===== config.mk =====
export PLATFORM = sky130hd
export DESIGN_NAME = http_body_extractor
export DESIGN_NICKNAME = d
export VERILOG_FILES = /design/src/hdl/hbe_pkg.sv /design/src/hdl/http_body_extractor.sv
export SDC_FILE = /design/constraint.sdc
export NUM_CORES = 1
export LEC_CHECK = 0
export ABC_AREA = 1
export BUFFER_PORTS_ARGS = -buffer_cell sky130_fd_sc_hd__buf_4
export CAP_MARGIN = 20
export CELL_PAD_IN_SITES_DETAIL_PLACEMENT = 1
export CELL_PAD_IN_SITES_GLOBAL_PLACEMENT = 1
export CORE_ASPECT_RATIO = 0.6
export CORE_UTILIZATION = 40
export CTS_CLUSTER_DIAMETER = 80
export DETAILED_ROUTE_END_ITERATION = 10
export GPL_ROUTABILITY_DRIVEN = 0
export PLACE_DENSITY = 0.78
export SYNTH_ARGS = -nofsm -noshare
export SYNTH_HDL_FRONTEND = slang
export SYNTH_SLANG_ARGS = --single-unit

===== constraint.sdc =====
create_clock -name clk -period 11.4 [get_ports clk]
set_input_delay 2.28 -clock clk [delete_from_list [all_inputs] [get_ports clk]]
set_output_delay 2.28 -clock clk [all_outputs]
set_load 0.005 [all_outputs]

===== src/hdl/hbe_pkg.sv =====
// Package: item types and character constants for the HTTP body extractor.
`timescale 1ns / 1ps

package hbe_pkg;

  // Input item: one message byte and its end marker
  typedef struct packed {
    logic [7:0] msg_byte;
    logic       msg_last;
  } msg_item_t;

  // Result item: body byte and end-of-message status
  typedef struct packed {
    logic [7:0] body_byte;
    logic       byte_valid;
    logic       end_of_message;
    logic [1:0] parse_status;
  } res_item_t;

  // End-of-message status codes
  localparam logic [1:0] STATUS_BODY       = 2'd0;
  localparam logic [1:0] STATUS_NO_HDR_END = 2'd1;
  localparam logic [1:0] STATUS_NO_LENGTH  = 2'd2;

  // Characters
  localparam logic [7:0] CHAR_CR    = 8'h0D;
  localparam logic [7:0] CHAR_LF    = 8'h0A;
  localparam logic [7:0] CHAR_SPACE = 8'h20;
  localparam logic [7:0] CHAR_TAB   = 8'h09;
  localparam logic [7:0] CHAR_ZERO  = 8'h30;
  localparam logic [7:0] CHAR_NINE  = 8'h39;

  // Header name matched at a line start
  localparam int unsigned PREFIX_LEN = 15;
  localparam logic [3:0]  PREFIX_LAST = 4'(PREFIX_LEN - 1);

  // Character of "Content-Length:" at a given position
  function automatic logic [7:0] prefix_char(input logic [3:0] idx);
    logic [7:0] c;
    case (idx)
      4'd0:    c = 8'h43; // C
      4'd1:    c = 8'h6F; // o
      4'd2:    c = 8'h6E; // n
      4'd3:    c = 8'h74; // t
      4'd4:    c = 8'h65; // e
      4'd5:    c = 8'h6E; // n
      4'd6:    c = 8'h74; // t
      4'd7:    c = 8'h2D; // -
      4'd8:    c = 8'h4C; // L
      4'd9:    c = 8'h65; // e
      4'd10:   c = 8'h6E; // n
      4'd11:   c = 8'h67; // g
      4'd12:   c = 8'h74; // t
      4'd13:   c = 8'h68; // h
      4'd14:   c = 8'h3A; // :
      default: c = 8'h00;
    endcase
    return c;
  endfunction

endpackage


===== src/hdl/http_body_extractor.sv =====
// Top level: streaming extractor of a Content-Length framed HTTP message body.
`timescale 1ns / 1ps
//
//  channel | handshake              | payload
//  --------+------------------------+------------------------------------------
//  msg     | msg_valid / msg_ready  | msg_item_t: msg_byte, msg_last
//  res     | res_valid / res_ready  | res_item_t: body_byte, byte_valid,
//          |                        |   end_of_message, parse_status
//
//  One item per cycle: each accepted byte updates the header matchers, the
//  length accumulator and the body counter; a result, if any, sits in the
//  result register on the next cycle.
//  The result register is the only stall point: msg_ready is low only while a
//  result is held and res_ready is low.
//  Reset (rst, synchronous) returns to the header phase; the final byte of a
//  message does the same after producing its end result.
module http_body_extractor
  import hbe_pkg::*;
#(
  parameter int unsigned LENGTH_BITS = 32
) (
  input  logic      clk,
  input  logic      rst,
  input  logic      msg_valid,
  output logic      msg_ready,
  input  msg_item_t msg,
  output logic      res_valid,
  input  logic      res_ready,
  output res_item_t res
);

  // Parse phase codes
  localparam logic PHASE_HEADER = 1'b0;
  localparam logic PHASE_BODY   = 1'b1;

  // Length field codes
  localparam logic [1:0] LEN_IDLE   = 2'd0;
  localparam logic [1:0] LEN_BLANKS = 2'd1;
  localparam logic [1:0] LEN_DIGITS = 2'd2;
  localparam logic [1:0] LEN_DONE   = 2'd3;

  localparam int unsigned WIDE_BITS = LENGTH_BITS + 4;
  localparam logic [LENGTH_BITS-1:0] LEN_MAX = '1;

  logic                   phase, phase_next;
  logic                   at_line_start, at_line_start_next;
  logic [3:0]             prefix_idx, prefix_idx_next;
  logic [1:0]             len_field, len_field_next;
  logic [1:0]             crlf_cnt, crlf_cnt_next;
  logic [LENGTH_BITS-1:0] length_value, length_value_next;
  logic [LENGTH_BITS-1:0] body_sent, body_sent_next;

  logic                   accept;
  logic                   send_byte;
  logic                   has_result;
  logic                   line_end;
  logic                   is_digit;
  logic                   is_blank;
  logic [3:0]             digit;
  logic [WIDE_BITS-1:0]   len_wide;
  logic [LENGTH_BITS-1:0] len_acc;
  logic [3:0]             prefix_step;
  res_item_t              res_next;

  assign msg_ready = !res_valid || res_ready;
  assign accept    = msg_valid && msg_ready;

  // Classify the byte and form the next length value
  assign is_digit = msg.msg_byte inside {[CHAR_ZERO:CHAR_NINE]};
  assign is_blank = msg.msg_byte inside {CHAR_SPACE, CHAR_TAB};
  assign digit    = msg.msg_byte[3:0];
  assign len_wide = ({4'd0, length_value} << 3) + ({4'd0, length_value} << 1)
                  + WIDE_BITS'(digit);
  assign len_acc  = (len_wide[WIDE_BITS-1:LENGTH_BITS] != 4'd0)
                  ? LEN_MAX : len_wide[LENGTH_BITS-1:0];

  // Decide the next state for one byte
  always_comb begin
    phase_next         = phase;
    at_line_start_next = at_line_start;
    prefix_idx_next    = prefix_idx;
    len_field_next     = len_field;
    crlf_cnt_next      = crlf_cnt;
    length_value_next  = length_value;
    body_sent_next     = body_sent;
    send_byte          = 1'b0;
    line_end           = (msg.msg_byte == CHAR_LF) && (crlf_cnt == 2'd1 || crlf_cnt == 2'd3);
    prefix_step        = 4'd0;

    if (phase == PHASE_BODY) begin
      // Pass body bytes up to the length
      if (body_sent < length_value) begin
        send_byte      = 1'b1;
        body_sent_next = body_sent + LENGTH_BITS'(1);
      end
    end else if (msg.msg_byte == CHAR_LF && crlf_cnt == 2'd3) begin
      // Blank line: enter the body
      phase_next     = PHASE_BODY;
      body_sent_next = '0;
      crlf_cnt_next  = 2'd0;
    end else begin
      // Track CR LF CR LF
      if (msg.msg_byte == CHAR_CR) begin
        crlf_cnt_next = (crlf_cnt == 2'd2) ? 2'd3 : 2'd1;
      end else if (msg.msg_byte == CHAR_LF && crlf_cnt == 2'd1) begin
        crlf_cnt_next = 2'd2;
      end else begin
        crlf_cnt_next = 2'd0;
      end

      case (len_field)
        LEN_BLANKS: begin
          if (is_digit) begin
            length_value_next = LENGTH_BITS'(digit);
            len_field_next    = LEN_DIGITS;
          end else if (!is_blank) begin
            // Sign or other character: length is zero
            length_value_next = '0;
            len_field_next    = LEN_DONE;
          end
        end
        LEN_DIGITS: begin
          if (is_digit) begin
            length_value_next = len_acc;
          end else begin
            len_field_next = LEN_DONE;
          end
        end
        LEN_IDLE: begin
          // Match the header name
          if (prefix_idx != 4'd0) begin
            prefix_step = (msg.msg_byte == prefix_char(prefix_idx))
                        ? prefix_idx + 4'd1 : 4'd0;
          end else if (at_line_start && msg.msg_byte == prefix_char(4'd0)) begin
            prefix_step = 4'd1;
          end
          if (prefix_idx == PREFIX_LAST && prefix_step != 4'd0) begin
            prefix_idx_next   = 4'd0;
            len_field_next    = LEN_BLANKS;
            length_value_next = '0;
          end else begin
            prefix_idx_next = prefix_step;
          end
        end
        default: begin
          // Field finished: ignore the rest of the line
        end
      endcase

      if (line_end) begin
        at_line_start_next = 1'b1;
        len_field_next     = LEN_IDLE;
        prefix_idx_next    = 4'd0;
      end else begin
        at_line_start_next = 1'b0;
      end
    end
  end

  // Build the result
  assign has_result = send_byte || msg.msg_last;

  always_comb begin
    res_next.body_byte      = send_byte ? msg.msg_byte : 8'd0;
    res_next.byte_valid     = send_byte;
    res_next.end_of_message = msg.msg_last;
    res_next.parse_status   = STATUS_BODY;
    if (msg.msg_last) begin
      if (phase_next != PHASE_BODY) begin
        res_next.parse_status = STATUS_NO_HDR_END;
      end else if (length_value_next == '0) begin
        res_next.parse_status = STATUS_NO_LENGTH;
      end
    end
  end

  // Advance parser state; drop back to reset after the final byte
  always_ff @(posedge clk) begin
    if (rst || (accept && msg.msg_last)) begin
      phase         <= PHASE_HEADER;
      at_line_start <= 1'b1;
      prefix_idx    <= 4'd0;
      len_field     <= LEN_IDLE;
      crlf_cnt      <= 2'd0;
      length_value  <= '0;
      body_sent     <= '0;
    end else if (accept) begin
      phase         <= phase_next;
      at_line_start <= at_line_start_next;
      prefix_idx    <= prefix_idx_next;
      len_field     <= len_field_next;
      crlf_cnt      <= crlf_cnt_next;
      length_value  <= length_value_next;
      body_sent     <= body_sent_next;
    end
  end

  // Hold the result until taken
  always_ff @(posedge clk) begin
    if (rst) begin
      res_valid <= 1'b0;
    end else if (accept && has_result) begin
      res_valid <= 1'b1;
    end else if (res_ready) begin
      res_valid <= 1'b0;
    end
  end

  always_ff @(posedge clk) begin
    if (accept && has_result) begin
      res <= res_next;
    end
  end

  // Every result carries a body byte or ends a message
  a_result_kind: assert property (@(posedge clk) disable iff (rst)
    res_valid |-> (res.byte_valid || res.end_of_message))
    else $error("result with neither body byte nor end marker");

  // Status is only reported on the end result
  a_status_on_end: assert property (@(posedge clk) disable iff (rst)
    (res_valid && !res.end_of_message) |-> (res.parse_status == STATUS_BODY))
    else $error("status set on a non-final result");

  // Body count never passes the length
  a_body_bound: assert property (@(posedge clk) disable iff (rst)
    body_sent <= length_value)
    else $error("body count beyond length");

  // The final byte returns the parser to the header phase
  a_msg_restart: assert property (@(posedge clk) disable iff (rst)
    (accept && msg.msg_last) |=> (phase == PHASE_HEADER && body_sent == '0
                                  && length_value == '0))
    else $error("parser not restarted after final byte");

endmodule

# Word level (Yosys, flattened, before mapping)
# Memory sizes are Yosys's and may differ from the RTL's. A register that Yosys moved wholly into a read port is not among the register bits.
# Cells that the tools add are included.
[totals]
mem_count = 1
inputBits = 13
output_inout_bits = 14
ff_bits = 87
romBits = 112
elab_cells = 114
[classes]
eq_ne = 16
reduce_logical = 30
mux = 45
bitwise = 2
magnitude_cmp = 3
add_sub_neg = 4
[mem_list]
columns = ["memory", "depth", "width", "read_ports", "rd_clocked_by_memory_dff", "wr", "line", "rtl"]
rows = [
  ["(no name shown)", 16, 7, 1, 1, 0, "hbe_pkg.sv:40", "case (idx)"],
]
[ops]
columns = ["cell", "count"]
rows = [
  ["$mux W32", 10],
  ["$pmux W32 S3", 1],
  ["$mux W4", 10],
  ["$add A35 B33 Y36", 1],
  ["$add A36 B4 Y36", 1],
  ["$add A32 B1 Y32 const B", 1],
  ["$logic_not A32 Y1", 1],
  ["$lt A32 B32 Y1", 1],
  ["$mux W8", 4],
  ["$eq A8 B4 Y1 const B", 3],
  ["$mux W2", 10],
  ["$reduce_bool A4 Y1", 4],
  ["$logic_and A1 B1 Y1", 9],
  ["$mux W1", 9],
  ["$eq A8 B6 Y1 const B", 1],
  ["$eq A8 B7 Y1 const B", 1],
  ["$eq A8 B8 Y1", 1],
  ["$ge A8 B6 Y1 const B", 1],
  ["$le A8 B6 Y1 const B", 1],
  ["$reduce_bool A2 Y1", 4],
  ["$reduce_and A7 Y1", 1],
  ["$eq A2 B2 Y1 const B", 3],
  ["$ne A3 B3 Y1 const B", 2],
  ["$pmux W2 S3", 1],
  ["other kinds (12)", 19],
]

# Depth between registers and ports, before layout
[depth]
ltp_word = 20
depth_mapped = 28
ltp_nobuf = 28

# Worst setup path before layout
# Ideal clock, no wire load.
[synth_path]
path_type = "input to register"
start = "input port msg[4] (netlist bit)"
end = "register res[1] (netlist bit), data pin"
stages = 23
path_buffers = 1
path_slack_ns = 6.244
setup_time_ns = 0.138
required_ns = 11.262
t_arrival_ns = 5.018
path_cell_list = "fa_1 -> inv_1 -> fa_1 -> inv_1 -> nand2_1 -> nand2_1 -> nand3_1 -> nand2_2 -> nand2_1 -> nand2_2 -> nand2_1 -> nand3_2 -> nand2_2 -> nor2_4 -> nand3_2 -> buf_6 -> o21ai_2 -> o21ai_1 -> a21oi_1 -> nand3_1 -> nor2_1 -> nand2_1 -> nor2_1"
[synth_via]
elab_chain_cells = 15
word_cells_on_any_way = 34
cone_classes = "1 x add/sub; 2 x order compare; 5 x eq/ne; 17 x mux; 9 x reduce/logical"
[synth_rtl]
columns = ["element", "line", "rtl"]
rows = [
  ["from (decl)", "http_body_extractor.sv:26", "input msg_item_t msg,"],
  ["branches (longest 15 deep; another with $add A36 B4 Y36)", "--", ""],
  ["to (signal assigned)", "http_body_extractor.sv:211", "res <= res_next;"],
  ["to (decl)", "http_body_extractor.sv:29", "output res_item_t res"],
]
# Parallel ways; which one is timed is not known. The select of a mux whose other input is x is not followed.
# A chain may end at the register's enable or synchronous reset.

# Final worst setup path
# Ends and elaborated chain as after synthesis.

==> metrics.cfg <==
[outcome]
status=completed

[drt]
drc=0
vias=10500
finalWirelength_mm=36.0
vias_per_cell=5.50
ant_nets=0
dr.first_iter.drc_count=776
wl_per_cell_um=18.9
drtPass1Iterations=5

[worst_setup_path]
cp_top_family=simple AND/OR/NAND/NOR gates
crit_path_end_kind=register
worst-setup-path-type=in2reg
crit_path_start_kind=input pin
cp.buffers_inverters=3
cp.required_ps=11640
path_max_fanout=17
crit_path_frequent_cell=nand2_1
cp.arrival_ps=6250
worst_path_max_delay_cell=fa_1
cpPeakStageDelay_ps=570

[clocking]
htreeDepth=3
root_buffer=clkbuf_16
cts.reportedPaths.clkPinSlew_ps=70
cts-resized-gates=0
post_cts_buffers=0
cts_sinks=94
cts_tree=built
cts_buffers=9
hold_buffers=0
clockBufferDepth=2
clk_latency_ps=370

[layout]
final_nets=1707
area_growth_pct=8.03
final_cells=1904
drive_above_1_share_pct=6.61
final_core_util_pct=44.5
insertedDiodeCount=0

[global_routing]
grt_overflow=0
antenna_found_initial=0
grt_pass1_vias=10100
grt_max_degree=46
track_usage_pct=29.8
grt_pass1_wl_mm=56.7

[timing]
worst_slew_pin_slew_ps=913
max_freq_mhz=166
finalCritPeriodShare_pct=52.8
rsz0062_at_grt=false
relSlewSlack_pct=39.0
fin_skew_ps=7.85
period_minus_slack_ps=6020
slew_violations=0
fin_setup_tns_ps=0
hold_viol_final=0
setup_viol=0

[yosys]
synth_area_per_cell_um2=6.10
synth_compound_area_share_pct=15.1
synth_xor_area_share_pct=3.55
synth_fa_ha_area_share_pct=14.5
synth_mux_area_share_pct=0
ys_seq_area_share_pct=20.8
synth_area_um2=9610
synth_fp_nets=1700
ys_types=47
synth_most_common_cell=nand2_1
synth-edff-count=12
post-synth-top-area-fraction_pct=19.4
synthSimpleGateAreaFrac_pct=35.3
synth_common_cells=nand2_1, inv_1, nor2_1
ys_top_cells_by_area=nand2_1, dfxtp_1, ha_1
yosys.area.top_type=nand2_1
synthArstFlopShare_pct=0
synth_top_family_by_area=simple AND/OR/NAND/NOR gates
synth_seq_cells=94
ys_warn_count=0
synthCells=1577
synth_top_flop_cell=dfxtp_1

[floorplan]
die_height_um=122
start_util_pct=41.2
ios=27
die_x_um=202
die_area_um2=24700
rows=43
coreArea_um2=23300

[place]
port_buffers=26
place_inst=1888
dpl.hpwl_mm=29.1

[power]
swShare_pct=33.3
pwr-share-comb_pct=21.2
p_int_uw=577
power.switching_uw=288
power_leakage_uw=0.00513
seqPwrFrac_pct=41.6
pwr_density_cell_nw_per_um2=83.2
clkPwrFrac_pct=37.2
vdd_ir_drop_max_mv=0.0621

[job]
maxCapViolCount=0

[hold_path]
hold_class=reg2reg

[metal layers]
layer	vias up	track usage, %	part of all wire (%)
met5	-	0	0
met2	330	40.7	38
met1	4999	46.5	53
li1	5118	-	-
met4	0	5.50	1.1
met3	30	6.71	8.3
[power by group through the flow]
| stage | clock (uW) | combinational (uW) | sequential (uW) |
|---|---|---|---|
| after CTS | 327 | 180 | 360 |
| after global routing | 338 | 202 | 361 |
| final | 322 | 183 | 360 |
| after floorplan | 0 | 119 | 360 |
| after detailed placement | 0 | 179 | 367 |
| after global placement | 0 | 173 | 367 |
[placed cells by master (no fill, tap or decap), types with 7 or more instances in the layout]
cell / netlist / layout
a21oi_1: 133 / 133
buf_4: 2 / 34
clkbuf_16: 0 / 9
dfxtp_1: 82 / 82
edfxtp_1: 12 / 12
ha_1: 108 / 108
inv_1: 218 / 218
inv_2: 10 / 10
nand2_1: 497 / 497
nand2_2: 14 / 14
nand3_1: 48 / 48
nand4_1: 34 / 34
nor2_1: 150 / 150
nor2_2: 7 / 7
nor3_1: 34 / 34
nor4_1: 9 / 9
o21ai_0: 63 / 63
o21ai_1: 7 / 7
o221ai_1: 9 / 9
xnor2_1: 15 / 15
xor2_1: 24 / 24
[worst min-delay path, cell delays in order (launching register included)]
cell and delay [ps]:
dfxtp_1 350, inv_1 70, a21oi_1 50
[flip-flops by register name (all words and copies together) (netlist names), named ones only]
| name | cells |
|---|---|
| body_sent | 32 |
| length_value | 32 |
| res | 12 |
| prefix_idx | 4 |
| crlf_cnt | 2 |
| len_field | 2 |
| at_line_start | 1 |
| phase | 1 |
| res_valid | 1 |
[final cells by class]
cell class                 instances  area, um2
tap                              315        394
clock inverter                     6       61.3
multi-input combinational       1217       6580
fill                            3267      13000
inverter                         228        856
clock buffer                      10        239
timing repair buffer              34        255
sequential                        94       2000
[cells by family (layout without fill, tap and decap cells)]
family / after synthesis / in the layout
flops: 94 / 94
compound gates: 258 / 258
simple gates: 810 / 810
xor+xnor: 39 / 39
fa+ha+maj: 110 / 110
buf+inv: 266 / 278
[metrics by stage]
step | setup slack [ps] | hold slack, ps | total power (uW) | cell area, um2
finish | 5380 | 514 | 865 | 10400
global route | 5050 | 542 | 901 | 10400
CTS | 5470 | 511 | 867 | 10400
detailed placement | 5090 | 495 | 546 | 10100
global placement | 5260 | 478 | 540 | 10100
floorplan | 6240 | 446 | 479 | 9610
[worst paths after layout]
check	start	end	slack, ps	cells past startpoint
hold reg to reg	body_sent[12]	body_sent[12]	510	2
setup / recovery	msg[4]	res[1]	5380	25
setup reg to reg	length_value[0]	res[1]	7060	24
hold / removal	body_sent[12]	body_sent[12]	510	2
No activity file was read; power rests on OpenSTA's default activity.
